[config.mk]
export PLATFORM = sky130hd
export DESIGN_NAME = sorted_priority_queue
export DESIGN_NICKNAME = d
export VERILOG_FILES = /design/src/design/spq_pkg.sv /design/src/design/sorted_priority_queue.sv /design/src/design/spq_cell.sv
export SDC_FILE = /design/constraint.sdc
export NUM_CORES = 2
export LEC_CHECK = 0
export ABC_CLOCK_PERIOD_IN_PS = 7160
export BUFFER_PORTS_ARGS = -buffer_cell sky130_fd_sc_hd__buf_2
export CAP_MARGIN = 20
export CORE_MARGIN = 8
export CORE_UTILIZATION = 25
export DETAILED_ROUTE_END_ITERATION = 6
export PLACE_DENSITY_LB_ADDON = 0.1
export SYNTH_ARGS = -nofsm -noshare
export SYNTH_HDL_FRONTEND = slang
export SYNTH_SLANG_ARGS = --single-unit
[constraint.sdc]
create_clock -name clk -period 7.16 [get_ports clk]
set_clock_uncertainty 0.05 [all_clocks]
set_input_delay 1.432 -clock clk [delete_from_list [all_inputs] [get_ports clk]]
set_output_delay 1.432 -clock clk [all_outputs]
set_load 0.01 [all_outputs]
[src/design/spq_pkg.sv]
package spq_pkg;

    localparam int DEPTH        = 16;
    localparam int SCORE_BITS   = 16;
    localparam int PAYLOAD_BITS = 32;
    localparam int CNT_BITS     = $clog2(DEPTH + 1);

    typedef enum logic [1:0] {
        ST_OK    = 2'd0,
        ST_FULL  = 2'd1,
        ST_EMPTY = 2'd2
    } status_t;

    // Broadcast from the control to every cell of the chain.
    typedef struct packed {
        logic                    enq;
        logic                    deq;
        logic [SCORE_BITS-1:0]   score;
        logic [PAYLOAD_BITS-1:0] payload;
    } cell_ctrl_t;

    // What one cell shows to its neighbors.
    typedef struct packed {
        logic                    keep;
        logic [SCORE_BITS-1:0]   score;
        logic [PAYLOAD_BITS-1:0] payload;
    } cell_out_t;

endpackage

[src/design/sorted_priority_queue.sv]
// Channel   Ports                                        Handshake
// command   mode, score, payload                         start high, busy low
// result    status, out_score, out_payload, occupancy    done high for one cycle
//
// Every cell of the chain compares its entry with the new score in parallel,
// so a transaction is taken in every cycle and busy stays low.
// The result of a transaction appears on done in the cycle after it is accepted.
// Reset clears the entry count; the cells themselves hold no reset value.
// The receiver cannot stall: each result is shown for exactly one cycle.
module sorted_priority_queue (
    input  logic                             clk,
    input  logic                             rst_n,
    input  logic                             start,
    output logic                             busy,
    input  logic                             mode,
    input  logic [spq_pkg::SCORE_BITS-1:0]   score,
    input  logic [spq_pkg::PAYLOAD_BITS-1:0] payload,
    output logic                             done,
    output logic [1:0]                       status,
    output logic [spq_pkg::SCORE_BITS-1:0]   out_score,
    output logic [spq_pkg::PAYLOAD_BITS-1:0] out_payload,
    output logic [spq_pkg::CNT_BITS-1:0]     occupancy
);

    logic                             accept;
    logic                             is_full;
    logic                             is_empty;
    spq_pkg::cell_ctrl_t              ctrl;
    spq_pkg::cell_out_t               cell_q [spq_pkg::DEPTH];
    spq_pkg::cell_out_t               edge_left;
    spq_pkg::cell_out_t               edge_right;
    logic [spq_pkg::DEPTH-1:0]        occupied;

    logic [spq_pkg::CNT_BITS-1:0]     count_reg;
    logic [spq_pkg::CNT_BITS-1:0]     count_next;
    logic                             done_reg;
    spq_pkg::status_t                 status_reg;
    spq_pkg::status_t                 status_next;
    logic [spq_pkg::SCORE_BITS-1:0]   out_score_reg;
    logic [spq_pkg::SCORE_BITS-1:0]   out_score_next;
    logic [spq_pkg::PAYLOAD_BITS-1:0] out_payload_reg;
    logic [spq_pkg::PAYLOAD_BITS-1:0] out_payload_next;

    assign busy     = 1'b0;
    assign accept   = start && !busy;
    assign is_full  = (count_reg == spq_pkg::CNT_BITS'(spq_pkg::DEPTH));
    assign is_empty = (count_reg == '0);

    assign ctrl.enq     = accept && !mode && !is_full;
    assign ctrl.deq     = accept && mode && !is_empty;
    assign ctrl.score   = score;
    assign ctrl.payload = payload;

    // The head cell sees a neighbor that always keeps, so a new entry that
    // beats every held score lands there.
    assign edge_left.keep    = 1'b1;
    assign edge_left.score   = '0;
    assign edge_left.payload = '0;
    assign edge_right.keep    = 1'b0;
    assign edge_right.score   = '0;
    assign edge_right.payload = '0;

    genvar gi;
    generate
        for (gi = 0; gi < spq_pkg::DEPTH; gi++)
        begin : g_cell
            assign occupied[gi] = (count_reg > spq_pkg::CNT_BITS'(gi));
            spq_cell u_cell (
                .clk      (clk),
                .ctrl     (ctrl),
                .occupied (occupied[gi]),
                .left     ((gi == 0) ? edge_left : cell_q[(gi == 0) ? 0 : gi - 1]),
                .right    ((gi == spq_pkg::DEPTH - 1) ? edge_right :
                           cell_q[(gi == spq_pkg::DEPTH - 1) ? gi : gi + 1]),
                .self_out (cell_q[gi])
            );
        end
    endgenerate

    always_comb
    begin
        count_next       = count_reg;
        status_next      = spq_pkg::ST_OK;
        out_score_next   = '0;
        out_payload_next = '0;
        if (!mode)
        begin
            if (is_full)
            begin
                status_next = spq_pkg::ST_FULL;
            end
            else
            begin
                count_next = count_reg + 1'b1;
            end
        end
        else
        begin
            if (is_empty)
            begin
                status_next = spq_pkg::ST_EMPTY;
            end
            else
            begin
                count_next       = count_reg - 1'b1;
                out_score_next   = cell_q[0].score;
                out_payload_next = cell_q[0].payload;
            end
        end
    end

    always_ff @(posedge clk or negedge rst_n)
    begin
        if (!rst_n)
        begin
            count_reg <= '0;
            done_reg  <= 1'b0;
        end
        else
        begin
            done_reg <= accept;
            if (accept)
            begin
                count_reg <= count_next;
            end
        end
    end

    always_ff @(posedge clk)
    begin
        if (accept)
        begin
            status_reg      <= status_next;
            out_score_reg   <= out_score_next;
            out_payload_reg <= out_payload_next;
        end
    end

    assign done        = done_reg;
    assign status      = status_reg;
    assign out_score   = out_score_reg;
    assign out_payload = out_payload_reg;
    assign occupancy   = count_reg;

    a_count_bound: assert property (@(posedge clk) disable iff (!rst_n)
        count_reg <= spq_pkg::CNT_BITS'(spq_pkg::DEPTH))
        else $error("entry count exceeds depth");

    a_done_follows_accept: assert property (@(posedge clk) disable iff (!rst_n)
        accept |=> done)
        else $error("accepted transaction produced no result");

    a_enq_grows: assert property (@(posedge clk) disable iff (!rst_n)
        (accept && !mode && !is_full) |=> (count_reg == $past(count_reg) + 1'b1))
        else $error("enqueue did not grow the queue");

    a_empty_no_data: assert property (@(posedge clk) disable iff (!rst_n)
        (done && status == spq_pkg::ST_EMPTY) |-> (out_score == '0 && out_payload == '0))
        else $error("empty dequeue returned data");

    a_head_sorted: assert property (@(posedge clk) disable iff (!rst_n)
        (occupied[1]) |-> (cell_q[0].score <= cell_q[1].score))
        else $error("head entries out of order");

endmodule

[src/design/spq_cell.sv]
module spq_cell (
    input  logic                        clk,
    input  spq_pkg::cell_ctrl_t         ctrl,
    input  logic                        occupied,
    input  spq_pkg::cell_out_t          left,
    input  spq_pkg::cell_out_t          right,
    output spq_pkg::cell_out_t          self_out
);

    logic [spq_pkg::SCORE_BITS-1:0]   score_reg;
    logic [spq_pkg::SCORE_BITS-1:0]   score_next;
    logic [spq_pkg::PAYLOAD_BITS-1:0] payload_reg;
    logic [spq_pkg::PAYLOAD_BITS-1:0] payload_next;
    logic                             keep;

    // A held entry whose score is not above the new one stays put, so equal
    // scores keep their arrival order.
    assign keep = occupied && (score_reg <= ctrl.score);

    always_comb
    begin
        score_next   = score_reg;
        payload_next = payload_reg;
        if (ctrl.enq)
        begin
            if (!keep)
            begin
                if (left.keep)
                begin
                    score_next   = ctrl.score;
                    payload_next = ctrl.payload;
                end
                else
                begin
                    score_next   = left.score;
                    payload_next = left.payload;
                end
            end
        end
        else if (ctrl.deq)
        begin
            score_next   = right.score;
            payload_next = right.payload;
        end
    end

    always_ff @(posedge clk)
    begin
        score_reg   <= score_next;
        payload_reg <= payload_next;
    end

    assign self_out.keep    = keep;
    assign self_out.score   = score_reg;
    assign self_out.payload = payload_reg;

endmodule

* Word-level counts from Yosys, hierarchy flattened
Cells that the tools add are included.
** Storage, ports and cells
- Register bits :: 824
- Output and inout bits :: 57
- Word-level logic and storage cells :: 266
** Operators by class
- $add $sub $neg :: 2
- Magnitude comparators :: 32
- Eq/ne operators :: 19
- Mux-type cells :: 132
- Bitwise operators :: 1
- Reductions and logical operators :: 43
** Operators by type and width (number)
- $mux 32 :: 63
- $mux 16 :: 63
- $le 16x16->1 :: 16
- $gt 5x4->1 const B :: 8
- $ne 2x2->1 const B :: 18
- $reduce_and 2->1 :: 16
- $gt 5x3->1 const B :: 4
- $logic_and 1x1->1 :: 20
- $mux 5 :: 3
- $gt 5x1->1 const B :: 2
- $gt 5x2->1 const B :: 2
- $add 5x1->5 const B :: 1
- $eq 5x5->1 const B :: 1
- $logic_not 5->1 :: 1
- $sub 5x1->5 const B :: 1
- $mux 2 :: 2
- $logic_not 1->1 :: 3
- $reduce_and 3->1 :: 1
- $reduce_bool 2->1 :: 1
- $reduce_or 2->1 :: 1
- $mux 1 :: 1
- $not 1->1 :: 1

* Depth between registers and ports, before layout
- Depth in word-level cells :: 5
- Depth in mapped cells :: 12
- Gate-level depth less buffers :: 8

* Hierarchy
Synthesis repeated with hierarchy kept, for this count alone.
** Unflattened totals
- Cell total of the unflattened synthesis :: 4489
- Area total of the unflattened synthesis :: 49137.1 um^2
** Modules (own cells, without submodules)
- spq_cell (g_cell[0].u_cell ...) :: times used 11, cells each 269, area each 2914.0 um^2
- spq_cell (g_cell[5].u_cell ...) :: times used 5, cells each 269, area each 2916.5 um^2
- sorted_priority_queue :: times used 1, cells each 185, area each 2499.9 um^2

* Worst setup path before layout
Ideal clock, no wire load.
- Path kind :: input to register
- From :: input port score[11] in the netlist's numbering
- To :: register g_cell[11].u_cell.payload_reg[0] in the netlist's numbering (enable)
- Library setup time :: 0.475 ns
- Data arrival time :: 6.328 ns
- Slack :: 0.307 ns
- Stages :: 12
- Buffers on the path :: 4
- Path through :: clkbuf_1 -> buf_1 -> inv_1 -> ha_1 -> nand4_1 -> nor4_1 -> a21boi_0 -> or3b_1 -> buf_2 -> clkbuf_1 -> inv_1 -> o221ai_1
** On the way
- Cells in the longest elaborated chain, start to end :: 4
** Ends and longest elaborated chain
- from (decl) :: line sorted_priority_queue.sv:16 : input logic [spq_pkg::SCORE_BITS-1:0] score,
- $le 16x16->1 :: line spq_cell.sv:18 : assign keep = occupied && (score_reg <= ctrl.score);
- $logic_and 1x1->1 :: line spq_cell.sv:18
- $ne 2x2->1 (no line)
- $reduce_and 2->1 (no line)
- to (signal assigned) :: line spq_cell.sv:50 : payload_reg <= payload_next;
- to (decl) :: line spq_cell.sv:12 : logic [spq_pkg::PAYLOAD_BITS-1:0] payload_reg;
Every way passes these cells.
A chain may end at the register's enable or synchronous reset.

* Worst setup path in the final report
- From :: input port score[15] in the netlist's numbering
- To :: register g_cell[14].u_cell.payload_reg[22] in the netlist's numbering, data pin
** On the way
- Cells in the longest elaborated chain, start to end :: 5
** Ends and longest elaborated chain
- $le 16x16->1 :: line spq_cell.sv:18
- $logic_and 1x1->1 :: line spq_cell.sv:18
- $mux 32 :: line spq_cell.sv:28 : if (left.keep)
- $mux 32 :: line spq_cell.sv:26 : if (!keep)
- $mux 32 :: line spq_cell.sv:24 : if (ctrl.enq)
- via g_cell[14].u_cell.payload_next (one bit) :: line spq_cell.sv:13 : logic [spq_pkg::PAYLOAD_BITS-1:0] payload_next;
- to (signal assigned) :: line spq_cell.sv:50
- to (decl) :: line spq_cell.sv:12
The timed path passes the listed nets, and every way through them passes these cells. The select of a mux whose other input is x is not followed.

==> out/summary.txt <==
outcome: completed
full die area: 224300 µm²
routability cong.: 0.8526
Switching Share: 0.4083
Yosys top cell by area: edfxtp_1
slowest CP cell: o21ai_0
Avg Inst Size Synth: 10.17 µm²
worst path cell trace: buf_2 > inv_1 > ha_1 > nand4_1 > o21ai_0 > a221oi_1 > o211ai_1 > buf_4 > o221a_2
clock sink count: 824
DRC Markers: 0
Boundary Pins: 109
reg-to-reg setup timing slack: 2.74 ns
most frequent cells in the layout: 818 x edfxtp_1, 754 x nand2_1, 432 x o21ai_0
Crit Reg-Reg Endpoint: g_cell[7].u_cell.payload_reg[30]
Clock transition at path regs: 0.06 ns
Post-synth EDFFs: 818
Synth cell types: 64
Initial DRC Count: 4631
Buf/Inv on CP: 3
RSZ-0062 raised after global routing: false
total core area: 208900 µm²
gr usage total: 0.2076
GRT Residual Overflow: 0
first-pass GRT wire length: 344100 µm
Critical Path AT: 6.11 ns
largest net degree at the start of global routing: 212
Int Power: 13.44 mW
final instance area: 58920 µm²
antenna violations before repair: 9
syn nets: 5460
Req. time, crit path: 7.71 ns
layout cell share with drive strength beyond 1: 0.1668
Core Rows: 168
Setup Crit Path Kind: in2reg
hold slack: 0.4638 ns
Seq pwr share: 0.381
Synth warnings: 0
Seq/Total Area, Yosys: 0.4722
htree depth: 3
Total Power: 22.72 mW
CP Max Fanout: 35
switching power: 9.278 mW
worst relative slew slack: 0.2102
Worst VDD drop: 397.9 µV
DR WL/cell: 31.30 µm
worst slew pin tran: 1.180 ns
Die X: 473.6 µm
ANT nets after route: 0
Comb pwr share: 0.371
total CTS buffers: 109
vias in the first global route: 44290
Largest register FFs: 512
clock buffer depth: 3
clock root cell: clkbuf_16
Post-DP Area: 55390 µm²
Fin. Hold Viols: 0
router iterations before antenna repair: 6
crit path capture type: flop
post-synth top area share: 0.4693
Worst R2R Path Depth: 9
most common cell after layout, fill and taps aside: edfxtp_1
Pwr per Cell Area: 385.6 nW/µm²
reg-to-reg critical path startpoint: occupancy[1]
Initial Util: 0.2505
Clk pwr share: 0.248
max_cap viols: 0
setup TNS: 0 ns
final setup fails: 0
FF+latch count, synth: 824
hold crit path type: in2async
CTS tree: built
Die Ht: 473.6 µm
cts hold-fix bufs: 0
Vias: 45340
Synth Cell Area: 52340 µm²
setup bufs post-CTS: 0
I/O Buffers: 107
Final Cycle Share: 0.7756
Area Growth Syn to Fin: 12.58%
fin. max-slew vios: 0
type of origin of the critical path: input pin
clk_lat worst skew: 0.75 ns
Final #Nets: 5206
dpl hpwl: 149300 µm
Final Critical Period: 5.554 ns
Synth area leaders: edfxtp_1 47%, o221a_2 8.1%, ha_1 6.2%
CP delay by family, top: compound AO/OA/AOI/OAI gates
WL final: 244100 µm
Gate Count Post-Synth: 5147
post_cts resized: 0
via/cell ratio: 5.816
slowest stage delay, CP: 0.88 ns
ys flop type: edfxtp_1
Async S/R FF share, synth: 0.007282
fmax: 180.1 MHz
Lkg Pwr: 21.26 nW
[Yosys cell counts, types with 22 or more instances]
cell	n
a21oi_1	197
o21ai_1	72
edfxtp_1	818
o221a_1	95
o22ai_1	370
nor2_1	214
o21ai_0	432
buf_2	189
a21o_1	22
nor3_1	149
a221oi_1	99
nand3_1	41
and3_1	58
buf_1	93
o221ai_1	114
clkbuf_1	289
nand2b_1	48
mux2i_1	146
ha_1	261
o221a_2	377
inv_1	39
nand4_1	57
nand2_1	773
nor4_1	23
o211ai_1	22
[through the flow]
step / instances / worst slack, ns / util
6_report: 7796 / 1.606 / 0.2820
5_1_grt: 7795 / 1.575 / 0.2820
2_1_floorplan: 5147 / 0.3071 / -
4_1_cts: 7793 / 1.852 / 0.2820
3_5_place_dp: 7587 / 1.059 / 0.2651
3_3_place_gp: 7587 / 1.090 / 0.2651
[layer usage]
metal	GRT usage	up-vias	share of wire
li1	-	19920	-
met1	0.2872	23370	0.45
met2	0.3379	1713	0.46
met3	0.03089	331	0.059
met4	0.05751	6	0.030
met5	0	-	0.00017
[power groups by stage]
| stage | registers [mW] | logic, mW | clock network, mW |
|---|---|---|---|
| after floorplan | 8.10 | 5.34 | 0 |
| after global placement | 8.74 | 8.24 | 0 |
| after detailed placement | 8.73 | 8.33 | 0 |
| after CTS | 8.65 | 8.34 | 5.80 |
| after global routing | 8.80 | 9.02 | 5.94 |
| final | 8.65 | 8.43 | 5.65 |
[worst max path at each step]
stage,from,end,slack [ns],cells after the start
2_1_floorplan,score[11],g_cell[11].u_cell.payload_reg[0],0.31,12
3_3_place_gp,score[15],g_cell[14].u_cell.payload_reg[19],1.09,9
3_5_place_dp,score[15],g_cell[14].u_cell.payload_reg[21],1.06,9
4_1_cts,score[15],g_cell[14].u_cell.payload_reg[29],1.85,9
5_1_grt,score[15],g_cell[14].u_cell.payload_reg[24],1.58,9
6_report,score[15],g_cell[14].u_cell.payload_reg[22],1.61,9
[logic make-up (layout without fill, tap and decap cells)]
| logic type | count (synthesis) | after routing | share of synthesized area |
|---|---|---|---|
| AO/OA/AOI/OAI | 1857 | 1857 | 0.2639 |
| XOR/XNOR | 5 | 5 | 0.0008369 |
| adder cells (fa/ha/maj) | 261 | 261 | 0.06240 |
| buffers and inverters | 639 | 480 | 0.05372 |
| flip-flops | 824 | 824 | 0.4722 |
| multiplexers | 146 | 146 | 0.02792 |
| other | 1 | 4 | 0.00007165 |
| AND/OR/NAND/NOR | 1414 | 1414 | 0.1190 |
[layout make-up]
cell class,count,area [µm²]
Multi-Input combinational cell,3684,25260
Clock buffer,140,2948
Sequential cell,824,24710
Fill cell,21930,150000
Inverter,40,150.1
Clock inverter,66,580.6
Tap cell,2805,3510
Antenna cell,3,7.507
Timing Repair Buffer,234,1757
(Power assumes the default switching activity.)
